[config.mk]
export PLATFORM = sky130hd
export DESIGN_NAME = byte_ring_fifo_with_peek
export DESIGN_NICKNAME = d
export VERILOG_FILES = /design/src/rtl/brf_pkg.sv /design/src/rtl/byte_ring_fifo_with_peek.sv /design/src/rtl/brf_ram.sv /design/src/rtl/brf_ctrl.sv
export SDC_FILE = /design/constraint.sdc
export NUM_CORES = 2
export LEC_CHECK = 0
export BUFFER_PORTS_ARGS = -buffer_cell sky130_fd_sc_hd__buf_2
export CAP_MARGIN = 5
export CORE_ASPECT_RATIO = 1.25
export CORE_MARGIN = 2
export CORE_UTILIZATION = 36
export CTS_CLUSTER_DIAMETER = 30
export CTS_CLUSTER_SIZE = 30
export DETAILED_ROUTE_END_ITERATION = 12
export SLEW_MARGIN = 20
export SYNTH_ARGS = -nofsm -noshare
export SYNTH_HDL_FRONTEND = slang
export SYNTH_SLANG_ARGS = --single-unit
[constraint.sdc]
create_clock -name clk_i -period 6.9 [get_ports clk_i]
set_input_delay 1.725 -clock clk_i [delete_from_list [all_inputs] [get_ports clk_i]]
set_output_delay 1.725 -clock clk_i [all_outputs]
set_load 0.05 [all_outputs]
[src/rtl/brf_pkg.sv]
// Shared types, constants and request formats of the byte ring FIFO with peek.
`default_nettype none
package brf_pkg;

  localparam int unsigned DEPTH     = 256;
  localparam int unsigned MAX_BURST = 64;
  localparam int unsigned PTR_W     = $clog2(DEPTH);
  localparam int unsigned LVL_W     = 9;
  localparam int unsigned LEN_W     = 7;
  localparam int unsigned OFF_W     = 8;
  localparam int unsigned CNT_W     = 16;
  localparam int unsigned BYTE_W    = 8;

  typedef enum logic [1:0] {
    ACT_WRITE = 2'd0,
    ACT_READ  = 2'd1,
    ACT_PEEK  = 2'd2,
    ACT_CLEAR = 2'd3
  } action_e;

  typedef enum logic {
    ST_IDLE,
    ST_BURST
  } state_e;

  typedef struct packed {
    action_e              action;
    logic [BYTE_W-1:0]    data_byte;
    logic                 burst_first;
    logic [LEN_W-1:0]     length;
    logic [OFF_W-1:0]     offset;
  } in_t;

  typedef struct packed {
    logic [BYTE_W-1:0]    byte_out;
    logic                 byte_valid;
    logic                 last;
    logic                 accepted;
    logic [LVL_W-1:0]     level;
    logic [LVL_W-1:0]     free_space;
    logic                 is_empty;
    logic                 is_full;
    logic [CNT_W-1:0]     dropped_last_write;
  } out_t;

  typedef struct packed {
    logic                 we;
    logic [PTR_W-1:0]     waddr;
    logic [BYTE_W-1:0]    wdata;
    logic                 re;
    logic [PTR_W-1:0]     raddr;
  } ram_req_t;

endpackage
`default_nettype wire

[src/rtl/byte_ring_fifo_with_peek.sv]
// Top level of the byte ring FIFO with peek: controller plus storage RAM.
//
//   Channel  Direction  Handshake                 Payload
//   in       input      in_valid_i / in_ready_o   in_req_i  (brf_pkg::in_t)
//   out      output     out_valid_o / out_ready_i out_rsp_o (brf_pkg::out_t)
//   cfg      input      cfg_we_i (no wait)        cfg_wdata_i
//
// A write, clear or empty read or peek request is answered from the result register,
// so such requests follow each other every cycle while results are taken.
// A read or peek of n bytes delivers one byte per cycle while results are taken and
// holds the input until its last byte moves from the pending stage to the result.
// Reset clears pointers, level and counters at once; storage needs no clearing.
// A stalled result holds the next RAM read in its pending stage until it moves.
`default_nettype none
module byte_ring_fifo_with_peek (
  input  wire logic                         clk_i,
  input  wire logic                         rst_ni,
  input  wire logic                         in_valid_i,
  output logic                              in_ready_o,
  input  wire brf_pkg::in_t                 in_req_i,
  output logic                              out_valid_o,
  input  wire logic                         out_ready_i,
  output brf_pkg::out_t                     out_rsp_o,
  input  wire logic                         cfg_we_i,
  input  wire logic [brf_pkg::LVL_W-1:0]    cfg_wdata_i
);

  brf_pkg::ram_req_t               ram_req;
  logic [brf_pkg::BYTE_W-1:0]      ram_rdata;

  brf_ctrl u_ctrl (
    .clk_i       (clk_i),
    .rst_ni      (rst_ni),
    .in_valid_i  (in_valid_i),
    .in_ready_o  (in_ready_o),
    .in_req_i    (in_req_i),
    .out_valid_o (out_valid_o),
    .out_ready_i (out_ready_i),
    .out_rsp_o   (out_rsp_o),
    .cfg_we_i    (cfg_we_i),
    .cfg_wdata_i (cfg_wdata_i),
    .ram_o       (ram_req),
    .ram_rdata_i (ram_rdata)
  );

  brf_ram #(
    .DATA_W (brf_pkg::BYTE_W),
    .ADDR_W (brf_pkg::PTR_W)
  ) u_ram (
    .clk_i   (clk_i),
    .we_i    (ram_req.we),
    .waddr_i (ram_req.waddr),
    .wdata_i (ram_req.wdata),
    .re_i    (ram_req.re),
    .raddr_i (ram_req.raddr),
    .rdata_o (ram_rdata)
  );

endmodule
`default_nettype wire

[src/rtl/brf_ram.sv]
// Simple dual-port storage RAM with one write port and a registered read port.
`default_nettype none
module brf_ram #(
  parameter int unsigned DATA_W = 8,
  parameter int unsigned ADDR_W = 8
) (
  input  wire logic              clk_i,
  input  wire logic              we_i,
  input  wire logic [ADDR_W-1:0] waddr_i,
  input  wire logic [DATA_W-1:0] wdata_i,
  input  wire logic              re_i,
  input  wire logic [ADDR_W-1:0] raddr_i,
  output logic      [DATA_W-1:0] rdata_o
);

  logic [DATA_W-1:0] mem [2**ADDR_W];
  logic [DATA_W-1:0] rdata_q;

  always_ff @(posedge clk_i) begin
    if (we_i) begin
      mem[waddr_i] <= wdata_i;
    end
    if (re_i) begin
      rdata_q <= mem[raddr_i];
    end
  end

  assign rdata_o = rdata_q;

endmodule
`default_nettype wire

[src/rtl/brf_ctrl.sv]
// Pointer, level and overflow control with the burst sequencer and result register.
`default_nettype none
module brf_ctrl (
  input  wire logic                         clk_i,
  input  wire logic                         rst_ni,
  input  wire logic                         in_valid_i,
  output logic                              in_ready_o,
  input  wire brf_pkg::in_t                 in_req_i,
  output logic                              out_valid_o,
  input  wire logic                         out_ready_i,
  output brf_pkg::out_t                     out_rsp_o,
  input  wire logic                         cfg_we_i,
  input  wire logic [brf_pkg::LVL_W-1:0]    cfg_wdata_i,
  output brf_pkg::ram_req_t                 ram_o,
  input  wire logic [brf_pkg::BYTE_W-1:0]   ram_rdata_i
);

  localparam int unsigned PW = brf_pkg::PTR_W;
  localparam int unsigned LW = brf_pkg::LVL_W;
  localparam int unsigned NW = brf_pkg::LEN_W;
  localparam int unsigned CW = brf_pkg::CNT_W;

  brf_pkg::state_e state_q, state_d;
  logic [LW-1:0]   cap_q, cap_d;
  logic [PW-1:0]   wp_q, wp_d;
  logic [PW-1:0]   rp_q, rp_d;
  logic [PW-1:0]   pk_q, pk_d;
  logic [LW-1:0]   lvl_q, lvl_d;
  logic [CW-1:0]   ovf_q, ovf_d;
  logic [CW-1:0]   drops_q, drops_d;
  logic [NW-1:0]   rem_q, rem_d;
  logic            is_peek_q, is_peek_d;
  logic            pend_q, pend_d;
  logic            pend_last_q, pend_last_d;
  logic [LW-1:0]   pend_lvl_q, pend_lvl_d;
  logic            out_vld_q, out_vld_d;
  brf_pkg::out_t   out_q, out_d;

  logic            accept;
  logic            out_free;
  logic            out_load_pend;
  logic [NW-1:0]   len_sat;
  logic [LW-1:0]   off_ext;
  logic [LW-1:0]   pk_diff;
  logic [NW-1:0]   rd_n;
  logic [NW-1:0]   pk_n;
  logic [LW-1:0]   pk_sum;
  logic [PW-1:0]   pk_start;
  logic [CW-1:0]   drops_base;
  logic [LW-1:0]   cap_sat;
  logic [PW-1:0]   burst_addr;

  function automatic logic [PW-1:0] adv(input logic [PW-1:0] p, input logic [LW-1:0] cap);
    logic [LW-1:0] nxt;
    nxt = LW'(p) + LW'(1);
    return (nxt >= cap) ? '0 : nxt[PW-1:0];
  endfunction

  function automatic brf_pkg::out_t pack(input logic [brf_pkg::BYTE_W-1:0] b,
                                         input logic valid, input logic last,
                                         input logic acc, input logic [LW-1:0] lvl,
                                         input logic [LW-1:0] cap,
                                         input logic [CW-1:0] ovf);
    brf_pkg::out_t r;
    r.byte_out           = b;
    r.byte_valid         = valid;
    r.last               = last;
    r.accepted           = acc;
    r.level              = lvl;
    r.free_space         = cap - lvl;
    r.is_empty           = (lvl == '0);
    r.is_full            = (lvl == cap);
    r.dropped_last_write = ovf;
    return r;
  endfunction

  assign out_free      = !out_vld_q || out_ready_i;
  assign out_load_pend = pend_q && out_free;
  assign in_ready_o    = (state_q == brf_pkg::ST_IDLE) && !pend_q && out_free;
  assign accept        = in_valid_i && in_ready_o;

  assign len_sat  = (in_req_i.length > NW'(brf_pkg::MAX_BURST)) ?
                    NW'(brf_pkg::MAX_BURST) : in_req_i.length;
  assign off_ext  = LW'(in_req_i.offset);
  assign pk_diff  = lvl_q - off_ext;
  assign rd_n     = (lvl_q < LW'(len_sat)) ? lvl_q[NW-1:0] : len_sat;
  assign pk_n     = (off_ext < lvl_q) ?
                    ((pk_diff < LW'(len_sat)) ? pk_diff[NW-1:0] : len_sat) : '0;
  assign pk_sum   = LW'(rp_q) + off_ext;
  assign pk_start = (pk_sum >= cap_q) ? PW'(pk_sum - cap_q) : pk_sum[PW-1:0];
  assign drops_base = in_req_i.burst_first ? '0 : drops_q;
  assign burst_addr = is_peek_q ? pk_q : rp_q;

  always_comb begin
    if (cfg_wdata_i == '0) begin
      cap_sat = LW'(1);
    end else if (cfg_wdata_i > LW'(brf_pkg::DEPTH)) begin
      cap_sat = LW'(brf_pkg::DEPTH);
    end else begin
      cap_sat = cfg_wdata_i;
    end
  end

  always_comb begin
    state_d     = state_q;
    cap_d       = cap_q;
    wp_d        = wp_q;
    rp_d        = rp_q;
    pk_d        = pk_q;
    lvl_d       = lvl_q;
    ovf_d       = ovf_q;
    drops_d     = drops_q;
    rem_d       = rem_q;
    is_peek_d   = is_peek_q;
    pend_d      = pend_q && !out_load_pend;
    pend_last_d = pend_last_q;
    pend_lvl_d  = pend_lvl_q;
    out_vld_d   = out_vld_q && !out_ready_i;
    out_d       = out_q;
    ram_o.we    = 1'b0;
    ram_o.waddr = wp_q;
    ram_o.wdata = in_req_i.data_byte;
    ram_o.re    = 1'b0;
    ram_o.raddr = rp_q;

    if (out_load_pend) begin
      out_vld_d = 1'b1;
      out_d     = pack(ram_rdata_i, 1'b1, pend_last_q, 1'b0, pend_lvl_q, cap_q, ovf_q);
    end

    unique case (state_q)
      brf_pkg::ST_IDLE: begin
        if (accept) begin
          unique case (in_req_i.action)
            brf_pkg::ACT_WRITE: begin
              out_vld_d = 1'b1;
              drops_d   = drops_base;
              if (lvl_q < cap_q) begin
                ram_o.we = 1'b1;
                wp_d     = adv(wp_q, cap_q);
                lvl_d    = lvl_q + LW'(1);
                out_d    = pack('0, 1'b0, 1'b1, 1'b1, lvl_q + LW'(1), cap_q, ovf_q);
              end else begin
                if (drops_base != '1) begin
                  drops_d = drops_base + CW'(1);
                end
                ovf_d = drops_d;
                out_d = pack('0, 1'b0, 1'b1, 1'b0, lvl_q, cap_q, drops_d);
              end
            end
            brf_pkg::ACT_READ: begin
              if (rd_n == '0) begin
                out_vld_d = 1'b1;
                out_d     = pack('0, 1'b0, 1'b1, 1'b0, lvl_q, cap_q, ovf_q);
              end else begin
                ram_o.re    = 1'b1;
                ram_o.raddr = rp_q;
                rp_d        = adv(rp_q, cap_q);
                lvl_d       = lvl_q - LW'(1);
                pend_d      = 1'b1;
                pend_last_d = (rd_n == NW'(1));
                pend_lvl_d  = lvl_q - LW'(1);
                rem_d       = rd_n - NW'(1);
                is_peek_d   = 1'b0;
                if (rd_n != NW'(1)) begin
                  state_d = brf_pkg::ST_BURST;
                end
              end
            end
            brf_pkg::ACT_PEEK: begin
              if (pk_n == '0) begin
                out_vld_d = 1'b1;
                out_d     = pack('0, 1'b0, 1'b1, 1'b0, lvl_q, cap_q, ovf_q);
              end else begin
                ram_o.re    = 1'b1;
                ram_o.raddr = pk_start;
                pk_d        = adv(pk_start, cap_q);
                pend_d      = 1'b1;
                pend_last_d = (pk_n == NW'(1));
                pend_lvl_d  = lvl_q;
                rem_d       = pk_n - NW'(1);
                is_peek_d   = 1'b1;
                if (pk_n != NW'(1)) begin
                  state_d = brf_pkg::ST_BURST;
                end
              end
            end
            brf_pkg::ACT_CLEAR: begin
              wp_d      = '0;
              rp_d      = '0;
              lvl_d     = '0;
              ovf_d     = '0;
              drops_d   = '0;
              out_vld_d = 1'b1;
              out_d     = pack('0, 1'b0, 1'b1, 1'b0, '0, cap_q, '0);
            end
            default: begin
            end
          endcase
        end
      end
      brf_pkg::ST_BURST: begin
        if (!pend_q || out_load_pend) begin
          ram_o.re    = 1'b1;
          ram_o.raddr = burst_addr;
          pend_d      = 1'b1;
          pend_last_d = (rem_q == NW'(1));
          rem_d       = rem_q - NW'(1);
          if (is_peek_q) begin
            pk_d       = adv(pk_q, cap_q);
            pend_lvl_d = lvl_q;
          end else begin
            rp_d       = adv(rp_q, cap_q);
            lvl_d      = lvl_q - LW'(1);
            pend_lvl_d = lvl_q - LW'(1);
          end
          if (rem_q == NW'(1)) begin
            state_d = brf_pkg::ST_IDLE;
          end
        end
      end
      default: begin
        state_d = brf_pkg::ST_IDLE;
      end
    endcase

    if (cfg_we_i) begin
      cap_d   = cap_sat;
      wp_d    = '0;
      rp_d    = '0;
      lvl_d   = '0;
      ovf_d   = '0;
      drops_d = '0;
    end
  end

  always_ff @(posedge clk_i or negedge rst_ni) begin
    if (!rst_ni) begin
      state_q   <= brf_pkg::ST_IDLE;
      cap_q     <= LW'(brf_pkg::DEPTH);
      wp_q      <= '0;
      rp_q      <= '0;
      pk_q      <= '0;
      lvl_q     <= '0;
      ovf_q     <= '0;
      drops_q   <= '0;
      rem_q     <= '0;
      is_peek_q <= 1'b0;
      pend_q    <= 1'b0;
      out_vld_q <= 1'b0;
    end else begin
      state_q   <= state_d;
      cap_q     <= cap_d;
      wp_q      <= wp_d;
      rp_q      <= rp_d;
      pk_q      <= pk_d;
      lvl_q     <= lvl_d;
      ovf_q     <= ovf_d;
      drops_q   <= drops_d;
      rem_q     <= rem_d;
      is_peek_q <= is_peek_d;
      pend_q    <= pend_d;
      out_vld_q <= out_vld_d;
    end
  end

  always_ff @(posedge clk_i) begin
    pend_last_q <= pend_last_d;
    pend_lvl_q  <= pend_lvl_d;
    out_q       <= out_d;
  end

  assign out_valid_o = out_vld_q;
  assign out_rsp_o   = out_q;

endmodule
`default_nettype wire

After elaboration in Yosys (flattened, before gate mapping)
Memory sizes are Yosys's and may differ from the RTL's. A register that Yosys moved wholly into a read port is not among the register bits. Index checks and enable logic that the tools add are counted.

Register bits after elaboration: 142. Latch bits: 0. RAM bits: 2048. Bits in read-only memories: 0. Input bits: 40. Word-level logic and storage cells: 225. Memories: 1.

Memories: u_ram.mem (depth 256, bits a word 8, rd ports 1, clocked after memory_dff 1, wr ports 1, line brf_ram.sv:16) `logic [DATA_W-1:0] mem [2**ADDR_W];`.

$add $sub $neg: 16. $mul: 0. Divide/modulo/power cells: 0. Order comparisons: 11. Equal/unequal tests: 32. Shift operators: 0. Multiplexer cells: 109. Bitwise operators: 1. Reduce and logical (&&, ||, !) cells: 32.

Operators with widths (count): $mux 47 (5); $pmux 47 s4 (1); $mux 16 (10); $mux 8 (20); $mux 9 (14); $pmux 9 s2 (5); $pmux 16 s2 (2); $pmux 8 s2 (4); $mux 7 (8); $ge 9x9->1 (5); $logic_not 9->1 (5); $mux 37 (1); $add 8x1->9 const B (4); $mux 1 (28); $pmux 7 s2 (2); $eq 9x9->1 (3); $pmux 9 s3 (1); $sub 9x9->9 (3); $reduce_and 5->1 (5); $eq 7x1->1 const B (3); $sub 7x1->7 const B (3); $lt 9x7->1 (2); $ne 3x3->1 const B (6); $add 16x1->16 const B (1); 31 further kinds (60).

Longest topological paths before layout
Depth in word-level cells: 11. Gate-level depth with buffers: 35. Mapped depth without buffers: 31.

By module
A second synthesis with hierarchy kept.

Cell total of the unflattened synthesis: 5266. Area, all modules: 92028.3 µm².

Modules (own cells, without submodules): brf_ram (times used 1, cells each 3733, area an instance 79636.4 µm²); brf_ctrl (times used 1, cells each 1533, area an instance 12391.9 µm²).

Worst setup path before layout
Ideal clock, no wire load.

Kind: input-to-reg. Start: in in_req_i[0] in the netlist's numbering. End: reg u_ram.rdata_q[4] (netlist: u_ram.rdata_o[4]), read port of u_ram.mem (data pin). Setup time: 0.272 ns. Arrival time: 7.314 ns. Required time: 6.628 ns. Setup slack: -0.686 ns. Cell stages on the path: 26. Buffers on the path: 3. Path through: ha_1 > inv_1 > fa_1 > nand3_1 > a21bo_2 > nand3_1 > o311ai_2 > ha_1 > a21oi_1 > o211ai_1 > a211oi_4 > a21oi_1 > or2_2 > ha_1 > clkbuf_1 > and2_1 > o221a_2 > a211oi_2 > buf_6 > buf_2 > mux4_2 > o22ai_1 > nor3_1 > o2111ai_1 > a41oi_1 > or4_1.

Cells in the longest elaborated chain, start to end: 9. Elaborated cells between the ends (all ways): 14. Classes of those cells: 3 x add/sub; 3 x order compare; 7 x mux; 1 x reduce/logical.

RTL lines: from (decl) (line byte_ring_fifo_with_peek.sv:20) `input wire brf_pkg::in_t in_req_i,`; $sub 9x8->9 (line brf_ctrl.sv:85) `assign pk_diff = lvl_q - off_ext;`; $lt 9x7->1 (line brf_ctrl.sv:88) `((pk_diff < LW'(len_sat)) ? pk_diff[NW-1:0] : len_sat) : '0;`; $mux 7 (line brf_ctrl.sv:88); $mux 7 (line brf_ctrl.sv:87) `assign pk_n = (off_ext < lvl_q) ?`; $logic_not 7->1 (line brf_ctrl.sv:171) `if (pk_n == '0) begin`; $mux 9 (*) (line brf_ctrl.sv:171); $pmux 9 s2 (*) (line brf_ctrl.sv:134) `unique case (in_req_i.action)`; $mux 9 (*) (line brf_ctrl.sv:133) `if (accept) begin`; $pmux 9 s2 (*) (line brf_ctrl.sv:131) `unique case (state_q)`; to (decl) (line brf_ram.sv:17) `logic [DATA_W-1:0] rdata_q;`.

Mark *: on every way between the ends. The rest lies on a longest branch, timed or not. A chain may end at the register's enable or synchronous reset.

Final worst setup path
Ends and elaborated chain as after synthesis.

==> impl_metrics.csv <==
group,metric,value,unit
timing,worst_pin_slew,1.29,ns
synth,synthCells,6594,
layout,finish.utilization,46.3,%
drt,drtPass1Iterations,9,
floorplan,core_region_area,259000,sq um
job,max-cap-violations,0,
layout,multiInputGateArea,26900,sq um
clock_network,hold_buffers,0,
timing,fin_skew,0.112,ns
layout,syn2layout_area_growth,28.1,%
timing,worst_hold_slack,0.454,ns
clock_network,cts_made_buffers,404,
synth,synth-edff-count,2066,
critical_path,crit_slowest_cell,"mux4_2",
timing,max_slew_margin,13.8,%
drt,final_antenna_net_count,0,
global_route,grt_use_total,24.1,%
timing,finalHoldViolations,0,
global_route,grt_pass1_wl,462,mm
global_route,grt_pass1_vias,64500,
synth,seq_area_frac_synth,69.6,%
synth,async_flop_share,3.87,%
timing,max_freq,0.143,GHz
critical_path,crit_path_max_incr_delay,0.53,ns
placed_design,place.gp.congestion,0.940,
critical_path,cp.arrival,7.70,ns
clock_network,clockRootBuffer,"clkbuf_16",
drt,drc,0,
critical_path,crit_required,7.61,ns
synth,synth_flop_cell,"edfxtp_1",
global_route,grt_max_degree,189,
clock_network,cts.htree.levels,5,
placed_design,hpwl,214,mm
timing,rsz0062_at_grt,"true",
timing,setup_viol,7,
floorplan,num_rows,209,
floorplan,die_area,264000,sq um
critical_path,crit_top_cell,"ha_4",
power,ir_drop,0.293,mV
clock_network,clockBufferDepth,4,
critical_path,critical_path_class,"primary input to flip-flop",
drt,wl,326,mm
floorplan,initial_core_util,36.1,%
layout,regArea,65100,sq um
critical_path,crit_fanout,11,
placed_design,placed_area,105000,sq um
floorplan,die_x,460,um
synth,synth_nets,6762,
drt,routedWlPerCell,28.7,um
synth,syn_area,93600,sq um
layout,drive_gt1_share,26.6,%
timing,timing.final.ws_setup,-0.0898,ns
timing,tns,-0.325,ns
clock_network,cts.sinks,2198,
global_route,antenna_found_initial,7,
power,cellLeakagePower,42.3,nW
synth,syn_area_per_cell,14.2,sq um
timing,maxSlewViolCount,0,
clock_network,cts.reportedPaths.clkPinSlew,0.05,ns
synth,yosysWarnings,0,
power,p_per_area,465,nW/um^2
floorplan,io_pins,89,
layout,nNetsFinal,7844,
clock_network,clk-insertion-delay-late,1.00,ns
placed_design,dp_slack,-1.57,ns
critical_path,cp-start-kind,"primary input",
status,outcome,"complete, but fails checks",
synth,ys_ff_latch,2198,
critical_path,r2r_setup_slack,0.35,ns
floorplan,die_h,574,um
timing,fin_crit_sh,101,%
global_route,overflow,0,
status,violations,"setup timing",
synth,synth_cell_types,103,
clock_network,cts_tree,"yes",
drt,via_per_inst,5.74,
hold_path,hold_path_class,"flip-flop to flip-flop",
drt,drt_iter0_markers,8744,
drt,via_count,65300,
layout,fin_area,120000,sq um
timing,period_minus_slack,6.99,ns
layout,num-fill-cells,22300,
placed_design,io_buffers,88,
critical_path,worstSetupEndpointType,"flip-flop",
placed cells by master, fill, tap and decap left out, types with 78 or more instances in the layout:
master     instances
ha_1             116
a31oi_1           83
a21oi_1          189
mux4_2           206
nor2_1           421
buf_4            834
nand2_1         1157
buf_2             78
mux2i_1          183
buf_12           101
a32oi_1          100
nand3_1          341
clkbuf_16        409
dfrtp_1           84
edfxtp_1        2066
o21ai_0          172
inv_1             95
critical path, delay by kind of cell:
kind,cells,cell delay (ns)
AOI/OAI and AO/OA,10,2.19
buffers and inverters,7,1.15
and+or+nand+nor,5,0.99
adders and majority gates,4,0.87
muxes,2,0.77
synthesized netlist by cell type, types with 65 or more instances:
library cell  count  share of area (%)
edfxtp_1       2066                 66
clkbuf_1        155               0.62
xnor2_1          68               0.64
inv_1            97               0.39
o21ai_0         186                1.0
o22ai_1          65               0.43
dfrtp_1          84                2.2
a32oi_1         105               0.98
nor2_1          436                1.7
mux2i_1         187                2.0
ha_1            122                1.6
nand3_1         348                1.9
a31oi_1          92               0.62
nand2_1        1160                4.7
nand4_1          74               0.49
mux4_2          206                5.0
a21oi_1         201                1.1
buf_2           133               0.71
what timing repair did:
item / 4_1_cts / 5_1_grt
pin swaps: 18 / 58
gates cloned: 7 / 3
buffers inserted: 19 / 38
endpoints found under the setup margin: 8 / 8
gates resized for setup: 82 / 112
kinds of logic (layout without fill, tap and decap cells):
group,Yosys count,in the layout,synth area share (%)
other cells,0,3,0
buf+inv,489,1892,2.65
xor+xnor,98,98,0.917
fa+ha+maj,128,128,1.76
mux,425,425,7.35
compound gates,991,991,7.28
simple gates,2265,2265,10.4
flops,2198,2198,69.6
layer usage:
metal  GRT usage [%]  up-vias  part of all wire, %
li1                -    27500                    -
met1            29.7    32900                   36
met2            39.0     4031                   47
met5               0        -               0.0083
met3            4.96      887                   10
met4            14.3        4                  6.6
state kept, by name, indices dropped and copies added (netlist names), 7 cells and up:
name	flops
u_ctrl.pk_q	8
u_ctrl.rem_q	7
u_ctrl.out_rsp_o	47
u_ctrl.pend_lvl_q	9
u_ctrl.ovf_q	16
u_ctrl.lvl_q	9
u_ram.mem	2048
u_ctrl.rp_q	8
u_ctrl.drops_q	16
u_ctrl.wp_q	8
u_ctrl.cap_q	9
u_ram.rdata_o	8
layout make-up:
cell class,instances,area share [%]
Multi-Input combinational cell,3907,22.5
Clock inverter,285,2.67
Timing Repair Buffer,1067,8.05
Sequential cell,2198,54.3
Clock buffer,442,8.62
Inverter,98,0.307
Tap cell,3376,3.53
Antenna cell,3,0.00627
through the flow:
step	instances	power, mW
finish	11400	55.7
global placement	10600	34.3
CTS	11300	54.9
global route	11400	57.5
floorplan	6594	26.5
detailed placement	10600	34.4
where the power goes:
| group | internal [mW] | leakage, nW | switching, mW | total (mW) |
|---|---|---|---|---|
| registers | 14.9 | 20.1 | 0.284 | 15.2 |
| logic | 8.88 | 15.7 | 12.0 | 20.9 |
| clock network | 12.8 | 6.50 | 6.82 | 19.7 |
| total | 36.6 | 42.3 | 19.1 | 55.7 |
worst paths after layout:
check / startpoint / end / cells past startpoint
min in group asynchronous: rst_ni / u_ctrl.wp_q[1]$_DFFE_PN0P_ / 1
max in group asynchronous: rst_ni / u_ctrl.drops_q[14]$_DFFE_PN0P_ / 2
min: u_ctrl.out_rsp_o[46]$_DFF_P_ / u_ctrl.out_rsp_o[46]$_DFF_P_ / 2
max reg2reg: u_ctrl.lvl_q[0]$_DFFE_PN0P_ / u_ram.rdata_o[4]$_DFFE_PP_ / 28
max: in_req_i[0] / u_ram.rdata_o[4]$_DFFE_PP_ / 28
min reg2reg: u_ctrl.out_rsp_o[46]$_DFF_P_ / u_ctrl.out_rsp_o[46]$_DFF_P_ / 2
No activity file was read; power rests on OpenSTA's default activity.
